==> src/tpte_pkg.sv <==
// Shared types, constants and the tile transform function for the tile pattern
// transform and emit core. No dependencies; all src files but tpte_ram use it.
`timescale 1ns / 1ps

package tpte_pkg;

    // Number of tileset planes held in the store.
    localparam int MAX_PLANES = 4;
    localparam int PLANE_W    = (MAX_PLANES > 1) ? $clog2(MAX_PLANES) : 1;
    localparam int PCNT_W     = $clog2(MAX_PLANES + 1);
    localparam int TILES      = 256;
    localparam int ROWS       = 8;
    localparam int ROW_DEPTH  = MAX_PLANES * TILES;
    localparam int ADDR_W     = $clog2(ROW_DEPTH);

    // Command queue and output buffer depths.
    localparam int QDEPTH     = 2;
    localparam int OBUF_DEPTH = 2;

    // Action codes of an input word.
    localparam logic [1:0] ACT_LOAD   = 2'd0;
    localparam logic [1:0] ACT_SINGLE = 2'd1;
    localparam logic [1:0] ACT_GROUP  = 2'd2;

    // Configuration register indexes.
    localparam logic CFG_PLANES = 1'b0;
    localparam logic CFG_FLIP   = 1'b1;

    // Attribute bit positions.
    localparam int ATTR_H = 0;
    localparam int ATTR_V = 1;
    localparam int ATTR_T = 2;

    typedef struct packed {
        logic [1:0] action;
        logic [1:0] plane;
        logic [2:0] row;
        logic [7:0] load_data;
        logic [7:0] tile0;
        logic [2:0] attr0;
        logic [7:0] tile1;
        logic [2:0] attr1;
        logic [7:0] tile2;
        logic [2:0] attr2;
        logic [7:0] tile3;
        logic [2:0] attr3;
    } t_in_word;

    typedef struct packed {
        logic [63:0] pattern;
        logic [1:0]  plane_out;
        logic [1:0]  entry_out;
        logic        last;
    } t_out_word;

    // Classified command passed from the front end to the back end.
    typedef struct packed {
        logic                  is_load;
        logic                  group;
        logic [PLANE_W-1:0]    plane;
        logic [2:0]            row;
        logic [7:0]            data;
        logic [3:0][7:0]       tiles;
        logic [3:0][2:0]       attrs;
        logic [1:0]            order;
        logic [PCNT_W-1:0]     nplanes;
    } t_cmd;

    // Transpose, then vertical flip, then horizontal flip of one 8x8 tile.
    // Row r sits in bits 8r+7..8r, bit 7 of a row is the leftmost pixel.
    function automatic logic [63:0] tpte_transform(input logic [63:0] rows,
                                                   input logic [2:0]  attr);
        logic [7:0]  a [ROWS];
        logic [7:0]  b [ROWS];
        logic [63:0] res;
        for (int r = 0; r < ROWS; r++) begin
            a[r] = rows[8*r +: 8];
        end
        if (attr[ATTR_T]) begin
            for (int j = 0; j < ROWS; j++) begin
                for (int i = 0; i < ROWS; i++) begin
                    b[j][7-i] = a[i][7-j];
                end
            end
            a = b;
        end
        if (attr[ATTR_V]) begin
            for (int r = 0; r < ROWS; r++) begin
                b[r] = a[ROWS-1-r];
            end
            a = b;
        end
        if (attr[ATTR_H]) begin
            for (int r = 0; r < ROWS; r++) begin
                for (int c = 0; c < 8; c++) begin
                    b[r][c] = a[r][7-c];
                end
            end
            a = b;
        end
        for (int r = 0; r < ROWS; r++) begin
            res[8*r +: 8] = a[r];
        end
        return res;
    endfunction

endpackage

==> src/tpte_queue.sv <==
// Short command queue between the front and back ends.
// Depends on tpte_pkg.
`timescale 1ns / 1ps

module tpte_queue (
    input  logic           i_clk,
    input  logic           i_rst_n,
    input  logic           i_push,
    input  tpte_pkg::t_cmd i_data,
    output logic           o_full,
    input  logic           i_pop,
    output logic           o_valid,
    output tpte_pkg::t_cmd o_data
);

    localparam int PW = (tpte_pkg::QDEPTH > 1) ? $clog2(tpte_pkg::QDEPTH) : 1;
    localparam int CW = $clog2(tpte_pkg::QDEPTH + 1);

    tpte_pkg::t_cmd r_mem [tpte_pkg::QDEPTH];
    logic [PW-1:0]  r_wp;
    logic [PW-1:0]  r_rp;
    logic [CW-1:0]  r_cnt;

    always_ff @(posedge i_clk) begin
        if (i_push) begin
            r_mem[r_wp] <= i_data;
        end
    end

    always_ff @(posedge i_clk) begin
        if (!i_rst_n) begin
            r_wp  <= '0;
            r_rp  <= '0;
            r_cnt <= '0;
        end else begin
            if (i_push) begin
                r_wp <= (r_wp == PW'(tpte_pkg::QDEPTH - 1)) ? '0 : r_wp + 1'b1;
            end
            if (i_pop) begin
                r_rp <= (r_rp == PW'(tpte_pkg::QDEPTH - 1)) ? '0 : r_rp + 1'b1;
            end
            if (i_push && !i_pop) begin
                r_cnt <= r_cnt + 1'b1;
            end else if (i_pop && !i_push) begin
                r_cnt <= r_cnt - 1'b1;
            end
        end
    end

    assign o_full  = (r_cnt == CW'(tpte_pkg::QDEPTH));
    assign o_valid = (r_cnt != '0);
    assign o_data  = r_mem[r_rp];

endmodule

==> config.mk <==
export PLATFORM = sky130hd
export DESIGN_NAME = tpte_queue
export DESIGN_NICKNAME = d
export VERILOG_FILES = /design/src/tpte_pkg.sv /design/src/tpte_queue.sv
export SDC_FILE = /design/constraint.sdc
export NUM_CORES = 1
export LEC_CHECK = 0
export ABC_AREA = 1
export BUFFER_PORTS_ARGS = -buffer_cell sky130_fd_sc_hd__buf_2
export CORE_MARGIN = 5
export CORE_UTILIZATION = 35
export DETAILED_ROUTE_END_ITERATION = 6
export PLACE_DENSITY = 0.58
export SLEW_MARGIN = 0
export SYNTH_ARGS = -nofsm -noshare
export SYNTH_HDL_FRONTEND = slang
export SYNTH_SLANG_ARGS = --single-unit
==> constraint.sdc <==
create_clock -name i_clk -period 5.3 [get_ports i_clk]
set_clock_uncertainty 0.05 [all_clocks]
set_input_delay 1.325 -clock i_clk [delete_from_list [all_inputs] [get_ports i_clk]]
set_output_delay 1.325 -clock i_clk [all_outputs]
set_load 0.01 [all_outputs]
* After elaboration in Yosys (flattened, before gate mapping)
Memories as Yosys holds them, arrays and structs flattened. A register that Yosys moved wholly into a read port is not among the register bits.
Index checks and enable logic that the tools add are counted.
** Storage, ports and cells
- Register bits after elaboration :: 4
- Bits in writable memories :: 128
- Input port bits :: 68
- Logic and storage cells :: 23
- Memories kept :: 1
** Memory list
- r_mem :: depth 2, width 64, read ports 1, clocked after memory_dff 1, wr ports 1, line tpte_queue.sv:19 : tpte_pkg::t_cmd r_mem [tpte_pkg::QDEPTH];
** Operators by class
- Add/subtract/negate cells :: 4
- Equality and inequality tests :: 1
- Mux-type cells :: 8
- Reductions and logical operators :: 6
** Operator list (number)
- 1-bit two-way mux :: 6
- 2-bit two-way mux :: 2
- 2-bit nonzero test :: 2
- 1-bit adder (second input constant) :: 2
- 2-bit by 1-bit adder with 2-bit output (second input constant) :: 1
- 2-bit == test (second input constant) :: 1
- 1-bit logical AND :: 2
- 1-bit zero test :: 2
- 2-bit by 1-bit subtractor with 2-bit output (second input constant) :: 1

* Logic depth before layout (Yosys ltp)
- Depth after elaboration :: 4
- Mapped depth :: 8
- Depth with buffers taken out :: 8

* Worst setup path before layout
OpenSTA, ideal clock, no wires.
- Kind :: in2reg
- Start :: input port i_push
- End :: memory r_mem[0][0] (netlist bit) (enable)
- Arrival time :: 4.049 ns
- Data required time :: 4.762 ns
- Setup slack :: 0.713 ns
- Stages on the path :: 2
- Cells stage by stage :: inv_1 -> nor2_1
** On the way
- Cells in the longest elaborated chain, start to end :: 2
** RTL lines
- from (decl) :: line tpte_queue.sv:8 : input logic i_push,
- 1-bit two-way mux :: line tpte_queue.sv:25 : if (i_push) begin
- 1-bit two-way mux (implied by the code) :: line tpte_queue.sv:26 : r_mem[r_wp] <= i_data;
- to (decl) :: line tpte_queue.sv:19
No other way between the ends.

==> flow_metrics.py <==
metrics = {
    "grt": {
        "grt_max_degree": 56,
        "grt_pass1_vias": 2858,
        "use_met3": 0.0474,
        "met2_usage": 0.179,
        "grt_usage": 0.111,
        "grt_antenna_before_repair": 0,
        "grt_busiest_layer": "met2",
        "grt.overflow.total": 0,
        "grtUsageMet1": 0.126,
        "grt_pass1_wl_mm": 14.7,
    },
    "synthesis": {
        "synthCells": 234,
        "yosysUniqueCellTypes": 14,
        "synth_flop_cell": "edfxtp_1",
        "synthSimpleGateAreaFrac": 0.0146,
        "synth_top_family_by_area": "multiplexers",
        "synthXorXnorAreaFrac": 0,
        "yosysMostFrequentCell": "edfxtp_1",
        "netlist.top_cell.by_area": "edfxtp_1",
        "synth_nets": 303,
        "synth_async_sr_flop_share": 0,
        "synthAdderAreaFrac": 0.00243,
        "synth-seq-cells": 133,
        "synth_commonest_cells": "edfxtp_1, mux2_4, nand2_1, inv_1, nor2_1",
        "ys_seq_area_frac": 0.766,
        "yosys-top-cells-area": "edfxtp_1, mux2_4, buf_12",
        "synth.avg_cell_area_um2": 22.0,
        "netlist_area_um2": 5150,
        "synth_edf_count": 128,
        "synth-compound-area-share": 0.00194,
        "yosys_warnings": 0,
        "synth.top_cell.area_share": 0.747,
        "synthMuxAreaShare": 0.184,
    },
    "critical_path": {
        "crit_slowest_cell": "dfxtp_4",
        "crit_buf_inv": 2,
        "crit_arrival_ns": 2.30,
        "path_class": "reg2out",
        "worst_setup_path_start_kind": "register",
        "worstPathRequired_ns": 3.92,
        "r2r_setup_slack_ns": 3.30,
        "cp_max_fo": 55,
        "crit_path_end_kind": "output pin",
        "crit_chain": "buf_4, mux2_4, buf_2",
        "cpPeakStageDelay_ns": 1.05,
        "cpLargestDelayFamily": "flip-flops",
    },
    "sta": {
        "clock.fmax_mhz": 272,
        "tns_ns": 0,
        "tightest_slew_ns": 1.06,
        "hold_viol_final": 0,
        "slew_headroom": 0.293,
        "rsz0062_at_grt": "false",
        "hold-worst-slack_ns": 0.450,
        "finalSetupViolations": 0,
        "slew_viol_final": 0,
        "fin_crit_sh": 0.694,
        "period_needed_ns": 3.68,
        "setup_slack_ns": 1.62,
    },
    "drt": {
        "viasPerCell": 4.39,
        "vias": 2540,
        "drt-total-wl_mm": 9.18,
        "ant_nets": 0,
        "wl_per_cell_um": 15.9,
        "drc_errors": 0,
        "drtPass1Iterations": 4,
        "drtIter0Drc": 117,
    },
    "die": {
        "num_rows": 44,
        "die_area_um2": 17200,
        "die_w_um": 131,
        "ios": 134,
        "die_y_um": 131,
        "core_area_um2": 14500,
        "initial_core_util": 0.356,
    },
    "final_layout": {
        "fill_cells": 1297,
        "final_util": 0.450,
        "drive_gt1_frac": 0.582,
        "syn2layout_area_growth_pct": 26.4,
        "fin_nets": 451,
        "multi_input_area_um2": 1050,
        "seqCellArea_um2": 3950,
        "diodes": 0,
        "finalInstanceArea_um2": 6510,
    },
    "clocking": {
        "cts_buffers": 17,
        "clk_pin_slew_worst_paths_ns": 0.05,
        "htreeDepth": 4,
        "clockBufferDepth": 2,
        "cts_root_buf": "clkbuf_16",
        "insertion_delay_ns": 0.40,
        "cts_hold_buf": 0,
        "post-cts-setup-buffer-count": 0,
        "cts_sinks": 133,
        "cts_resized": 0,
        "cts_tree": "built",
    },
    "run_status": {
        "outcome": "completed",
    },
    "placed_design": {
        "place_congestion": 0.704,
        "port_buffers": 133,
        "hpwl_mm": 5.98,
        "pre_cts_ws_ns": 2.00,
        "postPlaceCellArea_um2": 5960,
    },
    "job": {
        "drv_cap": 0,
    },
    "power_and_ir_drop": {
        "power_density_nw_per_um2": 392,
        "p_leak_uw": 0.00262,
        "vdd_drop_max_mv": 0.202,
    },
    "hold_path": {
        "min_path_type": "reg2reg",
    },
}
## flip-flops by register name (all words and copies together), names as in the netlist, named ones only
signal / cells
r_cnt: 2
r_mem: 128
r_rp: 1
r_wp: 1
## report_power, final
part / total (uW) / internal, uW / switching, uW
sequential: 1250 / 1220 / 31.0
combinational: 228 / 124 / 104
clock: 1080 / 682 / 397
## cell type report
| class | instances | share of cell area |
|---|---|---|
| Tap cell | 184 | 0.0354 |
| Timing Repair Buffer | 136 | 0.108 |
| Clock buffer | 20 | 0.0671 |
| Multi-Input combinational cell | 86 | 0.161 |
| Sequential cell | 133 | 0.606 |
| Inverter | 8 | 0.00461 |
| Clock inverter | 12 | 0.0173 |
## path summary, 6_finish.rpt
| path | from | end | cells after the start |
|---|---|---|---|
| min | r_rp | register | 2 |
| max reg2reg | r_wp | r_mem[1][50] | 3 |
| max | register | o_data[29] | 3 |
| min reg2reg | r_rp | register | 2 |
## logic make-up after synthesis
logic type | after synthesis
flip-flops | 133
buffers and inverters | 15
AND/OR/NAND/NOR | 19
AO/OA/AOI/OAI | 2
multiplexers | 64
adder cells (fa/ha/maj) | 1
## routing by layer
metal | vias up | wire length [um]
met5 | - | 0
met4 | 0 | 173
met3 | 15 | 618
met2 | 86 | 4580
met1 | 1239 | 3810
li1 | 1200 | -
## worst register-to-register path: stages (launching register included)
cell	delay, ns
dfxtp_1	0.39
nand2_1	0.10
inv_2	0.51
buf_4	0.58
## metrics by stage
stage / std cells / power (uW)
CTS: 579 / 2600
floorplan: 234 / 1410
global placement: 547 / 1500
finish: 579 / 2550
global route: 579 / 2660
detailed placement: 547 / 1500
## placed cells by master, fill, tap and decap left out
| cell | netlist | layout |
|---|---|---|
| nand3_1 | 1 | 1 |
| bufinv_16 | 0 | 2 |
| nand4_1 | 1 | 1 |
| clkbuf_1 | 0 | 3 |
| dfxtp_1 | 5 | 4 |
| dfxtp_4 | 0 | 1 |
| buf_12 | 6 | 1 |
| mux2_2 | 4 | 4 |
| nand2_1 | 9 | 9 |
| nor2_4 | 0 | 1 |
| inv_2 | 0 | 1 |
| clkinv_2 | 0 | 6 |
| o21ai_0 | 1 | 1 |
| mux2_4 | 60 | 60 |
| clkbuf_16 | 0 | 17 |
| clkinvlp_4 | 0 | 2 |
| ha_1 | 1 | 1 |
| a21oi_1 | 1 | 1 |
| nor2_1 | 8 | 7 |
| buf_2 | 0 | 133 |
| edfxtp_1 | 128 | 128 |
| inv_1 | 8 | 7 |
| clkinv_1 | 0 | 2 |
| buf_4 | 0 | 2 |
No activity file was read; power rests on OpenSTA's default activity.
