$ cat config.mk
export PLATFORM = sky130hd
export DESIGN_NAME = tpte_front
export DESIGN_NICKNAME = d
export VERILOG_FILES = /design/src/tpte_pkg.sv /design/src/tpte_front.sv
export SDC_FILE = /design/constraint.sdc
export NUM_CORES = 1
export LEC_CHECK = 0
export BUFFER_PORTS_ARGS = -buffer_cell sky130_fd_sc_hd__buf_2
export CAP_MARGIN = 0
export CORE_MARGIN = 2
export CORE_UTILIZATION = 27
export CTS_BUF_LIST = sky130_fd_sc_hd__clkbuf_16
export DETAILED_ROUTE_END_ITERATION = 8
export GPL_ROUTABILITY_DRIVEN = 0
export GPL_TIMING_DRIVEN = 0
export PLACE_DENSITY = 0.85
export SETUP_SLACK_MARGIN = 0.1
export SLEW_MARGIN = 5
export SYNTH_ARGS = -nofsm -noshare
export SYNTH_HDL_FRONTEND = slang
export SYNTH_SLANG_ARGS = --single-unit
$ cat constraint.sdc
create_clock -name i_clk -period 1.2 [get_ports i_clk]
set_input_delay 0.3 -clock i_clk [delete_from_list [all_inputs] [get_ports i_clk]]
set_output_delay 0.3 -clock i_clk [all_outputs]
set_load 0.01 [all_outputs]
$ cat src/tpte_pkg.sv
// Shared types, constants and the tile transform function for the tile pattern
// transform and emit core. No dependencies; all src files but tpte_ram use it.
`timescale 1ns / 1ps

package tpte_pkg;

    // Number of tileset planes held in the store.
    localparam int MAX_PLANES = 4;
    localparam int PLANE_W    = (MAX_PLANES > 1) ? $clog2(MAX_PLANES) : 1;
    localparam int PCNT_W     = $clog2(MAX_PLANES + 1);
    localparam int TILES      = 256;
    localparam int ROWS       = 8;
    localparam int ROW_DEPTH  = MAX_PLANES * TILES;
    localparam int ADDR_W     = $clog2(ROW_DEPTH);

    // Command queue and output buffer depths.
    localparam int QDEPTH     = 2;
    localparam int OBUF_DEPTH = 2;

    // Action codes of an input word.
    localparam logic [1:0] ACT_LOAD   = 2'd0;
    localparam logic [1:0] ACT_SINGLE = 2'd1;
    localparam logic [1:0] ACT_GROUP  = 2'd2;

    // Configuration register indexes.
    localparam logic CFG_PLANES = 1'b0;
    localparam logic CFG_FLIP   = 1'b1;

    // Attribute bit positions.
    localparam int ATTR_H = 0;
    localparam int ATTR_V = 1;
    localparam int ATTR_T = 2;

    typedef struct packed {
        logic [1:0] action;
        logic [1:0] plane;
        logic [2:0] row;
        logic [7:0] load_data;
        logic [7:0] tile0;
        logic [2:0] attr0;
        logic [7:0] tile1;
        logic [2:0] attr1;
        logic [7:0] tile2;
        logic [2:0] attr2;
        logic [7:0] tile3;
        logic [2:0] attr3;
    } t_in_word;

    typedef struct packed {
        logic [63:0] pattern;
        logic [1:0]  plane_out;
        logic [1:0]  entry_out;
        logic        last;
    } t_out_word;

    // Classified command passed from the front end to the back end.
    typedef struct packed {
        logic                  is_load;
        logic                  group;
        logic [PLANE_W-1:0]    plane;
        logic [2:0]            row;
        logic [7:0]            data;
        logic [3:0][7:0]       tiles;
        logic [3:0][2:0]       attrs;
        logic [1:0]            order;
        logic [PCNT_W-1:0]     nplanes;
    } t_cmd;

    // Transpose, then vertical flip, then horizontal flip of one 8x8 tile.
    // Row r sits in bits 8r+7..8r, bit 7 of a row is the leftmost pixel.
    function automatic logic [63:0] tpte_transform(input logic [63:0] rows,
                                                   input logic [2:0]  attr);
        logic [7:0]  a [ROWS];
        logic [7:0]  b [ROWS];
        logic [63:0] res;
        for (int r = 0; r < ROWS; r++) begin
            a[r] = rows[8*r +: 8];
        end
        if (attr[ATTR_T]) begin
            for (int j = 0; j < ROWS; j++) begin
                for (int i = 0; i < ROWS; i++) begin
                    b[j][7-i] = a[i][7-j];
                end
            end
            a = b;
        end
        if (attr[ATTR_V]) begin
            for (int r = 0; r < ROWS; r++) begin
                b[r] = a[ROWS-1-r];
            end
            a = b;
        end
        if (attr[ATTR_H]) begin
            for (int r = 0; r < ROWS; r++) begin
                for (int c = 0; c < 8; c++) begin
                    b[r][c] = a[r][7-c];
                end
            end
            a = b;
        end
        for (int r = 0; r < ROWS; r++) begin
            res[8*r +: 8] = a[r];
        end
        return res;
    endfunction

endpackage

$ cat src/tpte_front.sv
// Front end: configuration registers and classification of input words into
// commands. Depends on tpte_pkg.
`timescale 1ns / 1ps

module tpte_front (
    input  logic              i_clk,
    input  logic              i_rst_n,
    input  logic              i_cfg_we,
    input  logic              i_cfg_idx,
    input  logic [2:0]        i_cfg_data,
    input  logic              i_in_valid,
    input  tpte_pkg::t_in_word i_in_data,
    input  logic              i_q_full,
    output logic              o_in_ready,
    output logic              o_push,
    output tpte_pkg::t_cmd    o_cmd
);

    logic [2:0] r_planes;
    logic [1:0] r_flip;
    logic       accept;
    logic       keep;
    logic [tpte_pkg::PCNT_W-1:0] np;

    always_ff @(posedge i_clk) begin
        if (!i_rst_n) begin
            r_planes <= 3'd1;
            r_flip   <= 2'd0;
        end else if (i_cfg_we) begin
            unique case (i_cfg_idx)
                tpte_pkg::CFG_PLANES: r_planes <= i_cfg_data;
                tpte_pkg::CFG_FLIP:   r_flip   <= i_cfg_data[1:0];
                default:              r_planes <= r_planes;
            endcase
        end
    end

    // Plane count saturated to the range the store holds.
    always_comb begin
        if (r_planes == 3'd0) begin
            np = tpte_pkg::PCNT_W'(1);
        end else if (int'(r_planes) > tpte_pkg::MAX_PLANES) begin
            np = tpte_pkg::PCNT_W'(tpte_pkg::MAX_PLANES);
        end else begin
            np = tpte_pkg::PCNT_W'(r_planes);
        end
    end

    // Unused action codes and loads to missing planes are dropped here.
    always_comb begin
        unique case (i_in_data.action)
            tpte_pkg::ACT_LOAD:   keep = int'(i_in_data.plane) < tpte_pkg::MAX_PLANES;
            tpte_pkg::ACT_SINGLE: keep = 1'b1;
            tpte_pkg::ACT_GROUP:  keep = 1'b1;
            default:              keep = 1'b0;
        endcase
    end

    assign o_in_ready = !i_q_full;
    assign accept     = i_in_valid && o_in_ready;
    assign o_push     = accept && keep;

    always_comb begin
        o_cmd.is_load  = (i_in_data.action == tpte_pkg::ACT_LOAD);
        o_cmd.group    = (i_in_data.action == tpte_pkg::ACT_GROUP);
        o_cmd.plane    = tpte_pkg::PLANE_W'(i_in_data.plane);
        o_cmd.row      = i_in_data.row;
        o_cmd.data     = i_in_data.load_data;
        o_cmd.tiles[0] = i_in_data.tile0;
        o_cmd.tiles[1] = i_in_data.tile1;
        o_cmd.tiles[2] = i_in_data.tile2;
        o_cmd.tiles[3] = i_in_data.tile3;
        o_cmd.attrs[0] = i_in_data.attr0 ^ {1'b0, r_flip};
        o_cmd.attrs[1] = i_in_data.attr1 ^ {1'b0, r_flip};
        o_cmd.attrs[2] = i_in_data.attr2 ^ {1'b0, r_flip};
        o_cmd.attrs[3] = i_in_data.attr3 ^ {1'b0, r_flip};
        // Extra hflip swaps entry pairs (xor 2), extra vflip swaps neighbors (xor 1).
        o_cmd.order    = {r_flip[0], r_flip[1]};
        o_cmd.nplanes  = np;
    end

endmodule

==> Yosys cells after proc, flatten, opt, wreduce, memory -nomap -nowiden <==
Index checks and enable logic that the tools add are counted.
{ "word_totals": {"in_bits": 68, "output_inout_bits": 66, "ff_bits": 5, "elab_cells": 21} }
{ "op_classes": {"reduce_logical": 8, "mux": 3, "order_cmp": 1, "n_eq_ne": 2, "bitwise": 5} }
{ "ops": {"columns": ["op", "count"], "rows": [
  ["3-bit by 2-bit bitwise XOR with 3-bit output", 4],
  ["3-bit two-way mux", 2],
  ["2-bit AND reduction", 2],
  ["3-bit greater-than comparator, second input constant", 1],
  ["3-bit logical NOT", 1],
  ["3-bit OR reduction", 1],
  ["2-bit by 1-bit equality test with 1-bit output, second input constant", 1],
  ["2-bit equality test, second input constant", 1],
  ["1-bit logical AND", 2],
  ["2-bit logical NOT", 1],
  ["1-bit logical NOT", 1],
  ["1-bit two-way mux", 1],
  ["1-bit inverter", 1]
]} }

==> Logic depth before layout (Yosys ltp) <==
{ "logic_depth": {"ltp_word": 4, "ltp_mapped": 3, "depth_no_buf": 2} }

==> Worst setup path before layout <==
Ideal clock, no wire load.
{ "synth_path": {"kind": "register to output", "start": "register r_flip[0]", "end": "output o_cmd[11] in the netlist's numbering", "required_time_ns": 0.900, "path_buffers": 1, "path_slack_ns": 0.133, "arrival_ns": 0.767, "stages_incl_launch_ff": 3, "path_cell_list": "dfxtp_1 buf_2 xor2_1"} }
{ "synth_rtl": {"columns": ["item", "line_no", "rtl"], "rows": [
  ["from (decl)", "tpte_front.sv:20", "logic [1:0] r_flip;"],
  ["from (signal assigned)", "tpte_front.sv:32", "tpte_pkg::CFG_FLIP: r_flip <= i_cfg_data[1:0];"],
  ["to (decl)", "tpte_front.sv:16", "output tpte_pkg::t_cmd o_cmd"]
]} }

==> results_dict.tcl <==
set metrics [dict create \
    critical_path.startpoint "r_flip[0]" \
    avgSynthCellArea_um2 7.83 \
    crit_type "flop to output pin" \
    placementRows 18 \
    antenna_found_initial 0 \
    reg2reg_from "r_flip[1]" \
    maxSlewHeadroom_pct 89.8 \
    async_reset_ff_share_pct 0 \
    drv_slew 0 \
    yosysSeqAreaShare_pct 14.4 \
    area_growth_pct 84.0 \
    cts_tree "built" \
    grt_first_pass_wirelength_mm 2.24 \
    dr_total_vias 801 \
    yosys_warnings 0 \
    final_hold_viol_count 0 \
    dieArea_um2 3000 \
    synth_cell_types 18 \
    path_clk_slew_ps 30 \
    synthTopCellsByCount "buf_4, xor2_1, nand2_1, dfxtp_1" \
    drtIter0Drc 2 \
    path_max_fanout 5 \
    crit_path_end "o_cmd[8]" \
    antenna_left 0 \
    status "finished with violations" \
    cp-start-kind "flop" \
    die_y_um 54.8 \
    yosysMostFrequentCell "buf_4" \
    crit_arrival_ps 940 \
    critPathCaptureType "output pin" \
    dp_hpwl_mm 1.77 \
    synthCells 89 \
    placed_area_um2 1150 \
    vias_per_cell 3.85 \
    grt_setup_unrepaired "yes" \
    fp.coreArea_um2 2450 \
    ys_top_cells_by_area "buf_4, dfxtp_1, xor2_1, mux2i_1, nand2_1" \
    maxCapViolations 0 \
    finalSetupViolations 8 \
    p_leak_nw 0.796 \
    drive_gt1_share_pct 84.3 \
    reg2reg_to "r_flip[1]" \
    hold_buffers 0 \
    io_pins 134 \
    routed_wl_mm 1.95 \
    finalCriticalPeriod_ps 1240 \
    period_share_pct 103 \
    clk_latency_ps 220 \
    powerDensity_nw_per_um2 882 \
    h-tree-depth 1 \
    violations "setup timing" \
    fin_cells 208 \
    yosys.area.top_type "buf_4" \
    drc 0 \
    wire_per_inst_um 9.39 \
    rrSetupSlack_ps 430 \
    grt-ovfl-total 0 \
    final_nets 247 \
    die_x_um 54.8 \
    clk_path_buf_depth 2 \
    root_buffer "clkbuf_16" \
    cts_made_buffers 3 \
    synth_fp_nets 157 \
    synth_seq_cells 5 \
    dp_cells 202 \
    worst_ep_required_time_ps 900 \
    tightest_slew_ps 152 \
    grt_util_all_layers_pct 10.7 \
    peakVddDrop_uv 721 \
    yosys_most_used_dff "dfxtp_1" \
    grt_max_degree 9 \
    firstDrtPassIters 2 \
    grt_pass1_vias 576 \
    fin_ws_ps -40.8 \
    synth_area_um2 697 \
    design_area_um2 1280 \
    cts_sinks 5 \
    insertedDiodeCount 0 \
    fmax_mhz 806 \
    skew_ps 0 \
    synth_edf_count 0 \
    port_buffers 83 \
    hold_path_class "primary input to flop" \
    r2r_cells 4 \
    synth_top_area_share_pct 52.8 \
    start_util_pct 28.4 \
]
[through the flow]
| stage | setup WS, ps | total power, mW | hold slack, ps | utilization, % | setup TNS, ps |
|---|---|---|---|---|---|
| final | -40.8 | 1.13 | 313 | 52.2 | -292 |
| after global routing | -111 | 1.20 | 341 | 52.2 | -731 |
| after CTS | -53.3 | 1.14 | 317 | 51.1 | -335 |
| after detailed placement | 124 | 0.588 | 456 | 46.8 | 0 |
| after global placement | 138 | 0.582 | 459 | 46.8 | 0 |
| after floorplan | 133 | 0.429 | 442 | - | 0 |
[how the worst min path moves through the flow]
stage,start,end,slack [ps],cells after the start
after floorplan,i_cfg_data[2],r_planes[2],440,2
after global placement,r_planes[1],r_planes[1],460,2
after detailed placement,r_planes[1],r_planes[1],460,2
after CTS,i_cfg_data[2],r_planes[2],320,3
after global routing,i_cfg_data[2],r_planes[2],340,3
final,i_cfg_data[2],r_planes[2],310,3
[report_power, final]
part	internal, mW	leakage, nW	switching (mW)
Combinational	0.245	0.711	0.168
Sequential	0.177	0.0427	0.00734
Clock	0.431	0.0423	0.104
[area by class of cell]
class | count | area (µm²)
sequential | 5 | 109
tap | 30 | 37.5
multi-input combinational | 29 | 214
clock buffer | 3 | 75.1
fill | 238 | 1170
clock inverter | 1 | 3.75
buffer | 53 | 399
inverter | 2 | 7.51
timing repair buffer | 85 | 437
[layer usage]
metal / track usage (%) / part of all wire (%) / vias up / routed length, µm
li1: - / - / 404 / -
met1: 9.62 / 29 / 319 / 566
met2: 19.6 / 51 / 78 / 991
met3: 6.28 / 20 / 0 / 396
met4: 3.75 / 0 / 0 / 0
met5: 0 / 0 / - / 0
[layout by cell type (no fill, tap or decap)]
master     count
dfxtp_2        4
nor2_1         1
buf_4         51
buf_6          3
inv_1          2
dfxtp_4        1
nor2b_1        1
nand4_1        1
a21oi_2        1
buf_2         83
and2_4         1
nand2_1        7
nand3b_1       1
and3_1         1
o21ai_1        1
mux2i_1        3
clkbuf_16      3
o211ai_1       1
clkbuf_1       1
xor2_1         8
inv_2          1
nor2b_4        2
[registers in the layout, indices dropped and copies added, names as in the netlist]
signal    flops
r_planes      3
r_flip        2
[worst max-delay path, cell delays in order, from the launching register on]
cell and delay, ps:
dfxtp_2 310, buf_6 120, xor2_1 140, buf_2 130
[kinds of logic after synthesis]
family	Yosys count	share of synthesized area [%]
AO/OA/AOI/OAI	3	2.51
XOR/XNOR	8	10.1
buffers and inverters	55	56.6
flip-flops	5	14.4
multiplexers	3	4.31
AND/OR/NAND/NOR	15	12.2
[what timing repair did]
action,in CTS,in global routing
pin swaps,5,5
resized for setup,8,6
buffers inserted,1,1
setup endpoints to repair,11,10
No activity file was read; power rests on OpenSTA's default activity.
